$ cat config.mk
export PLATFORM = sky130hd
export DESIGN_NAME = aiff_comm_chunk_parser
export DESIGN_NICKNAME = d
export VERILOG_FILES = /design/src/rtl/aiffcp_pkg.sv /design/src/rtl/aiff_comm_chunk_parser.sv
export SDC_FILE = /design/constraint.sdc
export NUM_CORES = 1
export LEC_CHECK = 0
export BUFFER_PORTS_ARGS = -buffer_cell sky130_fd_sc_hd__buf_4
export CAP_MARGIN = 40
export CORE_AREA = 4 4 237 239
export CTS_CLUSTER_SIZE = 30
export DETAILED_ROUTE_END_ITERATION = 6
export DIE_AREA = 0 0 241 243
export SYNTH_ARGS = -nofsm -noshare
export SYNTH_HDL_FRONTEND = slang
export SYNTH_SLANG_ARGS = --single-unit
$ cat constraint.sdc
create_clock -name clk -period 10.67 [get_ports clk]
set_clock_uncertainty 0.1 [all_clocks]
set_input_delay 1.067 -clock clk [delete_from_list [all_inputs] [get_ports clk]]
set_output_delay 1.067 -clock clk [all_outputs]
set_load 0.1 [all_outputs]
$ cat src/rtl/aiffcp_pkg.sv
`timescale 1ns / 1ps
// ----------------------------------------------------------------------------
// aiffcp_pkg: shared constants and types for the AIFF COMM chunk parser
// Tags of the file and chunk headers, length limits, status codes and the
// result word carried on the output channel.
// ----------------------------------------------------------------------------
package aiffcp_pkg;

  // four-character tags, first character in the top byte
  localparam logic [31:0] TAG_FORM = 32'h464F524D;
  localparam logic [31:0] TAG_AIFF = 32'h41494646;
  localparam logic [31:0] TAG_COMM = 32'h434F4D4D;

  // byte positions inside the file header, chunk header and COMM body
  localparam logic [4:0] TAG_BYTES     = 5'd4;
  localparam logic [4:0] AIFF_FIRST    = 5'd8;
  localparam logic [4:0] HDR_LAST_IDX  = 5'd11;
  localparam logic [4:0] LEN_LAST_IDX  = 5'd7;
  localparam logic [4:0] FIELDS_BYTES  = 5'd8;
  localparam logic [4:0] COMM_LAST_IDX = 5'd17;

  // smallest COMM chunk body that carries all fields
  localparam logic [31:0] COMM_MIN_LEN = 32'd18;

  // result status codes
  localparam logic [1:0] STATUS_OK       = 2'd0;
  localparam logic [1:0] STATUS_NOT_AIFF = 2'd1;
  localparam logic [1:0] STATUS_NO_COMM  = 2'd2;

  typedef struct packed {
    logic [1:0]  status;
    logic [15:0] channel_count;
    logic [15:0] sample_bits;
    logic [31:0] frame_count;
  } result_t;

  // pick one character of a tag, index 0 is the first character
  function automatic logic [7:0] tag_byte(input logic [31:0] tag, input logic [1:0] idx);
    logic [7:0] sel;
    unique case (idx)
      2'd0: sel = tag[31:24];
      2'd1: sel = tag[23:16];
      2'd2: sel = tag[15:8];
      default: sel = tag[7:0];
    endcase
    return sel;
  endfunction

endpackage

$ cat src/rtl/aiff_comm_chunk_parser.sv
`timescale 1ns / 1ps
// ----------------------------------------------------------------------------
// aiff_comm_chunk_parser: AIFF header check and COMM chunk field capture
// Parses an AIFF file one byte per word and reports the COMM fields at the
// end of the file.
// ----------------------------------------------------------------------------
// Usage:
//   The input channel carries one file byte per word (in_data_byte) with
//   in_end_of_file set on the last byte. Every byte is parsed in the cycle it
//   is accepted, so the block takes one word per clock cycle, back to back, while in_ready is high.
//   Only the last byte of a file yields a word on the output channel: status
//   (ok, not AIFF, no usable COMM) and the channels, sample bits and frames of
//   the last complete COMM chunk. That word goes to the output register, or
//   to the skid entry if the register still holds an untaken result. The parser
//   restarts with the last byte, so the next byte begins a new file with no gap.
//   The output side holds a result register and one skid entry; the input
//   stays ready while a result waits and only stalls when both hold a file's
//   result that the receiver has not taken. The rate is set by the single
//   byte-wide update of the parse state, one byte per cycle.
//   Reset (rst_n low, synchronous) empties the output side and returns the
//   parser to the start of a file with all captured fields zero.
// ----------------------------------------------------------------------------
module aiff_comm_chunk_parser
  import aiffcp_pkg::*;
(
  input  logic        clk,
  input  logic        rst_n,
  input  logic        in_valid,
  output logic        in_ready,
  input  logic [7:0]  in_data_byte,
  input  logic        in_end_of_file,
  output logic        out_valid,
  input  logic        out_ready,
  output logic [1:0]  out_status,
  output logic [15:0] out_channel_count,
  output logic [15:0] out_sample_bits,
  output logic [31:0] out_frame_count
);

  typedef enum logic [2:0] {
    PH_HEADER,
    PH_CHUNK_HDR,
    PH_COMM,
    PH_SKIP,
    PH_BAD
  } phase_t;

  phase_t      phase_r, phase_nxt;
  logic [4:0]  byte_index_r, byte_index_nxt;
  logic        header_good_r, header_good_nxt;
  logic        chunk_is_comm_r, chunk_is_comm_nxt;
  logic [31:0] chunk_length_r, chunk_length_nxt;
  logic [32:0] skip_remaining_r, skip_remaining_nxt;
  logic [63:0] pending_r, pending_nxt;
  logic [15:0] channels_r, channels_nxt;
  logic [15:0] bits_r, bits_nxt;
  logic [31:0] frames_r, frames_nxt;

  logic [31:0] new_length;
  logic [32:0] padded_new;
  logic [32:0] padded_cur;
  logic [32:0] comm_rest;
  logic [7:0]  tag_expect;
  logic        in_fire;
  logic        out_fire;
  result_t     result;
  result_t     out_r;
  result_t     skid_r;
  logic        out_valid_r;
  logic        skid_valid_r;

  assign in_fire  = in_valid && in_ready;
  assign out_fire = out_valid_r && out_ready;
  assign in_ready = !skid_valid_r;

  // length and padding arithmetic
  assign new_length = {chunk_length_r[23:0], in_data_byte};
  assign padded_new = {1'b0, new_length} + {32'd0, new_length[0]};
  assign padded_cur = {1'b0, chunk_length_r} + {32'd0, chunk_length_r[0]};
  assign comm_rest  = padded_cur - {1'b0, COMM_MIN_LEN};

  // next parse state for the byte on the input
  always_comb begin
    phase_nxt          = phase_r;
    byte_index_nxt     = byte_index_r;
    header_good_nxt    = header_good_r;
    chunk_is_comm_nxt  = chunk_is_comm_r;
    chunk_length_nxt   = chunk_length_r;
    skip_remaining_nxt = skip_remaining_r;
    pending_nxt        = pending_r;
    channels_nxt       = channels_r;
    bits_nxt           = bits_r;
    frames_nxt         = frames_r;
    tag_expect         = 8'd0;
    unique case (phase_r)
      PH_HEADER: begin
        if (byte_index_r < TAG_BYTES) begin
          tag_expect = tag_byte(TAG_FORM, byte_index_r[1:0]);
          if (in_data_byte != tag_expect) header_good_nxt = 1'b0;
        end else if (byte_index_r >= AIFF_FIRST) begin
          tag_expect = tag_byte(TAG_AIFF, byte_index_r[1:0]);
          if (in_data_byte != tag_expect) header_good_nxt = 1'b0;
        end
        if (byte_index_r >= HDR_LAST_IDX) begin
          byte_index_nxt = 5'd0;
          phase_nxt      = header_good_nxt ? PH_CHUNK_HDR : PH_BAD;
        end else begin
          byte_index_nxt = byte_index_r + 5'd1;
        end
      end
      PH_CHUNK_HDR: begin
        if (byte_index_r < TAG_BYTES) begin
          tag_expect = tag_byte(TAG_COMM, byte_index_r[1:0]);
          chunk_is_comm_nxt = (byte_index_r == 5'd0 || chunk_is_comm_r) &&
                              (in_data_byte == tag_expect);
          byte_index_nxt = byte_index_r + 5'd1;
        end else begin
          chunk_length_nxt = new_length;
          if (byte_index_r >= LEN_LAST_IDX) begin
            byte_index_nxt = 5'd0;
            if (chunk_is_comm_r && new_length >= COMM_MIN_LEN) begin
              phase_nxt   = PH_COMM;
              pending_nxt = 64'd0;
            end else begin
              skip_remaining_nxt = padded_new;
              phase_nxt          = (padded_new == 33'd0) ? PH_CHUNK_HDR : PH_SKIP;
            end
          end else begin
            byte_index_nxt = byte_index_r + 5'd1;
          end
        end
      end
      PH_COMM: begin
        if (byte_index_r < FIELDS_BYTES) pending_nxt = {pending_r[55:0], in_data_byte};
        if (byte_index_r >= COMM_LAST_IDX) begin
          channels_nxt       = pending_r[63:48];
          frames_nxt         = pending_r[47:16];
          bits_nxt           = pending_r[15:0];
          skip_remaining_nxt = comm_rest;
          byte_index_nxt     = 5'd0;
          phase_nxt          = (comm_rest == 33'd0) ? PH_CHUNK_HDR : PH_SKIP;
        end else begin
          byte_index_nxt = byte_index_r + 5'd1;
        end
      end
      PH_SKIP: begin
        if (skip_remaining_r != 33'd0) skip_remaining_nxt = skip_remaining_r - 33'd1;
        if (skip_remaining_nxt == 33'd0) begin
          phase_nxt      = PH_CHUNK_HDR;
          byte_index_nxt = 5'd0;
        end
      end
      PH_BAD: begin
        phase_nxt = PH_BAD;
      end
      default: begin
        phase_nxt = phase_r;
      end
    endcase
  end

  // result word for a final byte
  always_comb begin
    if (phase_nxt == PH_HEADER || phase_nxt == PH_BAD) begin
      result.status = STATUS_NOT_AIFF;
    end else if (channels_nxt == 16'd0 || bits_nxt == 16'd0) begin
      result.status = STATUS_NO_COMM;
    end else begin
      result.status = STATUS_OK;
    end
    result.channel_count = channels_nxt;
    result.sample_bits   = bits_nxt;
    result.frame_count   = frames_nxt;
  end

  // parse state, cleared after the final byte of a file
  always_ff @(posedge clk) begin
    if (!rst_n || (in_fire && in_end_of_file)) begin
      phase_r          <= PH_HEADER;
      byte_index_r     <= 5'd0;
      header_good_r    <= 1'b1;
      chunk_is_comm_r  <= 1'b0;
      chunk_length_r   <= 32'd0;
      skip_remaining_r <= 33'd0;
      pending_r        <= 64'd0;
      channels_r       <= 16'd0;
      bits_r           <= 16'd0;
      frames_r         <= 32'd0;
    end else if (in_fire) begin
      phase_r          <= phase_nxt;
      byte_index_r     <= byte_index_nxt;
      header_good_r    <= header_good_nxt;
      chunk_is_comm_r  <= chunk_is_comm_nxt;
      chunk_length_r   <= chunk_length_nxt;
      skip_remaining_r <= skip_remaining_nxt;
      pending_r        <= pending_nxt;
      channels_r       <= channels_nxt;
      bits_r           <= bits_nxt;
      frames_r         <= frames_nxt;
    end
  end

  // output register with one skid entry
  always_ff @(posedge clk) begin
    if (!rst_n) begin
      out_valid_r  <= 1'b0;
      skid_valid_r <= 1'b0;
    end else if (skid_valid_r) begin
      if (out_ready) begin
        out_r        <= skid_r;
        skid_valid_r <= 1'b0;
      end
    end else if (in_fire && in_end_of_file) begin
      if (!out_valid_r || out_ready) begin
        out_r       <= result;
        out_valid_r <= 1'b1;
      end else begin
        skid_r       <= result;
        skid_valid_r <= 1'b1;
      end
    end else if (out_fire) begin
      out_valid_r <= 1'b0;
    end
  end

  assign out_valid         = out_valid_r;
  assign out_status        = out_r.status;
  assign out_channel_count = out_r.channel_count;
  assign out_sample_bits   = out_r.sample_bits;
  assign out_frame_count   = out_r.frame_count;

  // skid entry is only used behind a full output register
  a_skid_behind_out: assert property (@(posedge clk) disable iff (!rst_n)
    skid_valid_r |-> out_valid_r)
    else $error("skid entry holds a word while the output register is empty");

  // byte counter stays inside the current header or body
  a_index_bound: assert property (@(posedge clk) disable iff (!rst_n)
    (phase_r != PH_HEADER || byte_index_r <= HDR_LAST_IDX) &&
    (phase_r != PH_CHUNK_HDR || byte_index_r <= LEN_LAST_IDX) &&
    (phase_r != PH_COMM || byte_index_r <= COMM_LAST_IDX))
    else $error("byte index beyond the current field");

  // a body being skipped always has bytes left
  a_skip_nonzero: assert property (@(posedge clk) disable iff (!rst_n)
    (phase_r == PH_SKIP) |-> (skip_remaining_r != 33'd0))
    else $error("skip phase with nothing left to skip");

  // the final byte restarts the parser
  a_restart: assert property (@(posedge clk) disable iff (!rst_n)
    (in_fire && in_end_of_file) |=> (phase_r == PH_HEADER && byte_index_r == 5'd0 &&
                                    channels_r == 16'd0))
    else $error("parser not restarted after the final byte");

  // an ok status always carries usable fields
  a_ok_fields: assert property (@(posedge clk) disable iff (!rst_n)
    (out_valid_r && out_r.status == STATUS_OK) |->
      (out_r.channel_count != 16'd0 && out_r.sample_bits != 16'd0))
    else $error("ok status with zero channels or sample bits");

endmodule

==> impl_metrics.csv, run 1 <==
group,metric,value,unit
run_status,status,"finished clean",
sta,setup_tns,0,ns
clocking,cts_tree,"done",
floorplan,die_area,58600,um^2
synthesis,syn_nets,2187,
sta,post-route-period-util,44.7,%
sta,worstMarginPinSlew,0.850,ns
place,port_buffers,80,
grt,antenna_found_initial,0,
grt,grt_pass1_wl,87.1,mm
cells_and_area,utilization,39.3,%
floorplan,rows,85,
route,totalWireLength,55.6,mm
grt,globalRouteOverflowTotal,0,
sta,layout_min_cycle_time,4.77,ns
cells_and_area,nets,2202,
clocking,ctsRootBufferMaster,"clkbuf_16",
job,max_cap_viol_count,0,
route,postRouteAntennaNets,0,
pwr,vdd_ir_drop_max,0.0734,mV
synthesis,asyncSetResetFlopFracSynth,0,%
clocking,numClockSinks,337,
setup_path,critPathBufInv,2,
sta,slew_viol_final,0,
clocking,clkTransAtPathRegs,0.06,ns
clocking,cts_setup_buffers,0,
floorplan,pin_count,81,
setup_path,crit_arrival,5.11,ns
sta,setup_violations,0,
route,wl_per_cell,19.6,um
synthesis,ys_types,77,
place,place_ws,5.51,ns
place,gp_congestion,0.927,
setup_path,slowest_stage,"or4_1",
setup_path,endpoint_kind,"flip-flop",
place,dp_cells,2768,
place,place_hpwl,39.4,mm
sta,rsz0062_at_grt,"no",
synthesis,syn_area_per_cell,8.90,um^2
setup_path,crit_type,"reg -> reg",
floorplan,die_h,243,um
hold_path,hold_path.class,"reg -> reg",
synthesis,syn_inst,2098,
sta,hold_violations,0,
sta,slew_headroom,43.2,%
clocking,htree_num_levels,2,
route,firstDrtPassIters,5,
synthesis,synth-edff-count,132,
route,vias,15700,
setup_path,critPathTopFamily,"compound AO/OA/AOI/OAI gates",
pwr,power.static_leakage,8.26,nW
floorplan,die_x,241,um
setup_path,path_cells,"inv_1, ha_1, inv_1, ha_1, fa_1, a21o_1, a221oi_1, nor3_1, or4_1, a2111oi_0, nand4_1, nor4_1, o2111ai_1, nand3_1, a21oi_1",
clocking,clock_latency,0.55,ns
grt,grt_pass1_vias,15000,
grt,grtUsageTotal,18.4,%
setup_path,crit_path_max_fanout,8,
pwr,powerDensity,136,nW/um^2
floorplan,core_area,53800,um^2
setup_path,worstPathRequired,11.01,ns
clocking,post_cts_resized,0,
sta,clock.fmax,210,MHz
synthesis,ys_seq_area_share,43.2,%
cells_and_area,diodes,0,
cells_and_area,drive_above_1_share,13.4,%
sta,fin_ws,5.90,ns
clocking,cts_made_buffers,38,
route,drcViolationCount,0,
cells_and_area,instances_no_fill,2838,
synthesis,netlist_area,18700,um^2
cells_and_area,final_area,21200,um^2
clocking,ctsLongestPathBuffers,3,
grt,grt_max_degree,84,
floorplan,initial_utilization,34.7,%
synthesis,synth_ff_type,"dfxtp_1",
cells_and_area,syn2layout_area_growth,13.3,%
setup_path,slowest_delay,0.54,ns
synthesis,ys_warn_count,0,
place,placed_cell_area,20000,um^2
route,drt-initial-drc-count,1218,
setup_path,critPathLaunchType,"flip-flop",
clocking,ctsHoldBuffers,0,
route,vias_per_cell,5.53,
synthesis,synth_seq_cells,337,
-- per-layer routing --
layer	part of all wire, %	vias up	GRT usage (%)
met2	50	393	32.6
met4	2.5	0	5.50
li1	-	7596	-
met3	4.5	84	2.24
met5	0	-	0
met1	42	7628	23.5
-- registers in the layout, summed over array words and instances (netlist names), named ones only --
| register | flops |
|---|---|
| bits_r | 16 |
| frames_r | 32 |
| byte_index_r | 5 |
| chunk_length_r | 32 |
| header_good_r | 1 |
| pending_r | 64 |
| channels_r | 16 |
| phase_r | 2 |
| out_sample_bits | 16 |
| chunk_is_comm_r | 1 |
| skip_remaining_r | 33 |
| out_channel_count | 16 |
| skid_r | 66 |
| out_status | 2 |
| skid_valid_r | 1 |
| out_valid | 1 |
| out_frame_count | 32 |
-- logic make-up (layout without fill, tap and decap cells) --
kind of cell	Yosys count	in the layout	synth area share [%]
buf+inv	223	267	4.54
simple gates	808	808	20.6
flops	337	337	43.2
mux	139	139	8.13
compound gates	447	447	15.2
xor+xnor	68	68	3.19
fa+ha+maj	76	76	5.13
-- area by class of cell --
type | instances | area (um^2)
multi-input cells | 1538 | 9820
inverters | 89 | 334
repair buffers | 109 | 908
well taps | 696 | 871
flip-flops and latches | 337 | 8070
clock buffers | 53 | 1060
clock inverters | 16 | 108
fillers | 5374 | 32600
-- cells in the mapped netlist (6+ instances only) --
library cell / instances / area, um^2
nand3_1: 112 / 561
buf_1: 10 / 37.5
and2_1: 7 / 43.8
nand2_1: 237 / 890
o211ai_1: 26 / 195
o21ai_0: 63 / 315
nor2b_1: 19 / 119
and3_1: 14 / 87.6
nor2_1: 200 / 751
a31oi_1: 11 / 68.8
mux2_2: 100 / 1130
nand2b_1: 15 / 93.8
nand4_1: 30 / 188
xor2_1: 19 / 166
a21oi_1: 185 / 926
inv_1: 89 / 334
mux2i_1: 38 / 380
o2111ai_1: 8 / 70.1
or2_2: 6 / 37.5
edfxtp_1: 132 / 3960
nor4_1: 24 / 150
o21a_1: 14 / 105
a21o_1: 9 / 67.6
nor3_1: 77 / 385
ha_1: 75 / 938
a2111oi_0: 8 / 70.1
a211oi_1: 48 / 360
a311oi_1: 11 / 96.3
or3_1: 21 / 131
clkbuf_1: 120 / 450
or4_1: 12 / 90.1
o31ai_1: 8 / 60.1
xnor2_1: 49 / 429
dfxtp_1: 205 / 4100
and4_1: 6 / 52.6
-- placed cells by master, fill, tap and decap left out, drive strengths merged, types with 15 or more instances in the layout --
cell type    n
edfxtp     132
o21ai       64
a21oi      185
o211ai      26
or3         21
nor2       200
or4         15
ha          75
mux2       101
nand2      237
nand2b      15
inv         90
mux2i       38
a211oi      49
nor2b       19
nand4       30
xnor2       49
nor4        26
dfxtp      205
nand3      113
xor2        19
clkbuf      53
buf        107
nor3        77
-- power by group --
group	switching (mW)	internal, mW
combinational	0.196	0.0843
sequential	0.0114	1.36
clock	0.536	0.699
-- path summary, 6_finish.rpt --
check | slack, ns | to | cells past startpoint | start
hold / removal | 0.36 | header_good_r | 2 | header_good_r
setup reg to reg | 5.90 | phase_r[1] | 15 | chunk_length_r[1]
setup / recovery | 5.90 | phase_r[1] | 15 | chunk_length_r[1]
hold reg to reg | 0.36 | header_good_r | 2 | header_good_r
-- through the flow --
stage               hold WS [ns]  total power [mW]
finish                     0.359              2.89
global route               0.380              3.00
CTS                        0.357              2.92
detailed placement         0.347              1.68
global placement           0.338              1.67
floorplan                  0.329              1.61
-- tightest hold or removal path, stage by stage, from the launching register on --
cell and delay [ns]:
dfxtp_1 0.31, o41ai_1 0.06, nand2_1 0.05
No activity file was read; power rests on OpenSTA's default activity.
==> run 2: changes to the inputs <==
==> constraint.sdc (replaced) <==
create_clock -name clk -period 4.2 [get_ports clk]
set_clock_uncertainty 0.1 [all_clocks]
set_input_delay 0.42 -clock clk [delete_from_list [all_inputs] [get_ports clk]]
set_output_delay 0.42 -clock clk [all_outputs]
set_load 0.1 [all_outputs]
==> impl_metrics.csv, run 2 (same netlist as run 1, synthesis figures left out) <==
group,metric,value,unit
floorplan,pin_count,81,
floorplan,rows,85,
floorplan,die_h,243,um
sta,setup_tns,0,ns
cells_and_area,multiInputGateArea,9910,um^2
setup_path,endpoint_kind,"flip-flop",
route,drt-initial-drc-count,1227,
setup_path,worstPathRequired,4.38,ns
floorplan,die_area,58600,um^2
sta,timing.hold.ws,0.0662,ns
pwr,vdd_ir_drop_max,0.210,mV
sta,clock.fmax,246,MHz
grt,antenna_found_initial,0,
route,postRouteAntennaNets,0,
cells_and_area,layout_commonest_cell,"nand2_1",
grt,grtUsageTotal,19.0,%
cells_and_area,regMostFlops,"skid_r",
route,firstDrtPassIters,5,
sta,setup_violations,0,
grt,grt_pass1_wl,89.2,mm
cells_and_area,final_cell_mix,"nand2_1, dfxtp_1, nor2_1",
place,port_buffers,80,
cells_and_area,diodes,0,
clocking,ctsHoldBuffers,0,
route,totalWireLength,57.1,mm
sta,post-route-period-util,96.8,%
clocking,numClockSinks,337,
place,dp_cells,2840,
floorplan,die_x,241,um
floorplan,initial_utilization,34.7,%
grt,globalRouteOverflowTotal,0,
cells_and_area,syn2layout_area_growth,17.0,%
route,vias_per_cell,5.47,
hold_path,hold_path.class,"in -> reg",
place,place_hpwl,40.7,mm
sta,slew_viol_final,0,
cells_and_area,n_fill_cell,5336,
clocking,clock_latency,0.55,ns
cells_and_area,utilization,40.6,%
setup_path,crit_path_max_fanout,11,
setup_path,crit_type,"reg -> reg",
place,gp_congestion,0.930,
job,max_cap_viol_count,0,
clocking,cts_made_buffers,38,
cells_and_area,largest_reg_flops,66,
grt,grt_max_degree,107,
sta,layout_min_cycle_time,4.06,ns
sta,worstMarginPinSlew,0.901,ns
clocking,cts_setup_buffers,0,
pwr,powerDensity,349,nW/um^2
run_status,status,"finished clean",
clocking,clkTransAtPathRegs,0.06,ns
cells_and_area,nets,2273,
clocking,htree_num_levels,2,
cells_and_area,reg_top3,"skid_r: 66 flops, pending_r: 64 flops, skip_remaining_r: 33 flops",
pwr,power.static_leakage,8.65,nW
route,drcViolationCount,0,
sta,slew_headroom,39.9,%
cells_and_area,instances_no_fill,2910,
route,wl_per_cell,19.6,um
cells_and_area,regArea,8070,um^2
clocking,cts_tree,"done",
clocking,ctsRootBufferMaster,"clkbuf_16",
floorplan,core_area,53800,um^2
sta,hold_violations,0,
cells_and_area,drive_above_1_share,17.1,%
grt,grt_pass1_vias,15600,
clocking,ctsLongestPathBuffers,3,
setup_path,critPathLaunchType,"flip-flop",
route,vias,15900,
setup_path,crit_arrival,4.25,ns
run 2: changes by cell type in the layout (fill, tap and decap cells not counted), moves of 3 or more:
cell,delta
bufinv_16,+3
buf_4,+75
a2111oi_0,-5
a2111oi_1,+3
buf_16,-3
buf_12,+3
run 2: stage by stage:
| step | area (um^2) | total power, mW | setup WS [ns] |
|---|---|---|---|
| 2_1_floorplan | 18700 | 4.08 | 0.112 |
| 3_3_place_gp | 20500 | 4.29 | -0.0205 |
| 3_5_place_dp | 20500 | 4.30 | -0.0263 |
| 4_1_cts | 21800 | 7.69 | 0.0242 |
| 5_1_grt | 21900 | 7.89 | -0.0390 |
| 6_report | 21900 | 7.62 | 0.136 |
run 2: critical path: stages (launching register included):
cell and delay [ns]:
dfxtp_1 0.38, or4_1 0.60, or2_2 0.39, or4_1 0.57
buf_4 0.21, nand2_1 0.09, xor2_1 0.27, nand4_1 0.25
or4_4 0.50, a211oi_4 0.31, o31ai_1 0.11
run 2: area by class of cell:
| class | count | share of cell area [%] |
|---|---|---|
| repair buffers | 180 | 6.49 |
| well taps | 696 | 3.98 |
| clock inverters | 17 | 0.853 |
| inverters | 89 | 1.53 |
| multi-input cells | 1538 | 45.3 |
| flip-flops and latches | 337 | 36.9 |
| clock buffers | 53 | 4.91 |
run 2: final timing paths:
check | cells past startpoint | to | startpoint | slack (ns)
worst min register to register | 2 | pending_r[57] | pending_r[57] | 0.35
worst max register to register | 10 | out_status[1] | skip_remaining_r[16] | 0.14
worst max-delay path | 10 | out_status[1] | skip_remaining_r[16] | 0.14
worst min-delay path | 3 | chunk_length_r[5] | in_data_byte[5] | 0.07
run 2: what timing repair did:
item / CTS / global route
gates cloned: 0 / 0
gates resized for setup: 3 / 16
hold endpoints to repair: 0 / 0
endpoints found under the setup margin: 1 / 10
pin swaps: 0 / 6
run 2: routing by layer:
layer | global-route usage [%] | share of wire [%] | wire [um] | vias to the layer above
li1 | - | - | - | 7738
met1 | 24.2 | 43 | 24700 | 7662
met2 | 32.4 | 48 | 27600 | 402
met3 | 2.77 | 4.3 | 2450 | 115
met4 | 7.34 | 4.1 | 2370 | 0
met5 | 0 | 0 | 0 | -
run 2: where the power goes:
part / internal [mW] / switching, mW / leakage [nW]
Sequential: 3.46 / 0.0282 / 2.87
Clock: 1.99 / 1.40 / 0.611
Combinational: 0.234 / 0.511 / 5.17
Total: 5.68 / 1.94 / 8.65
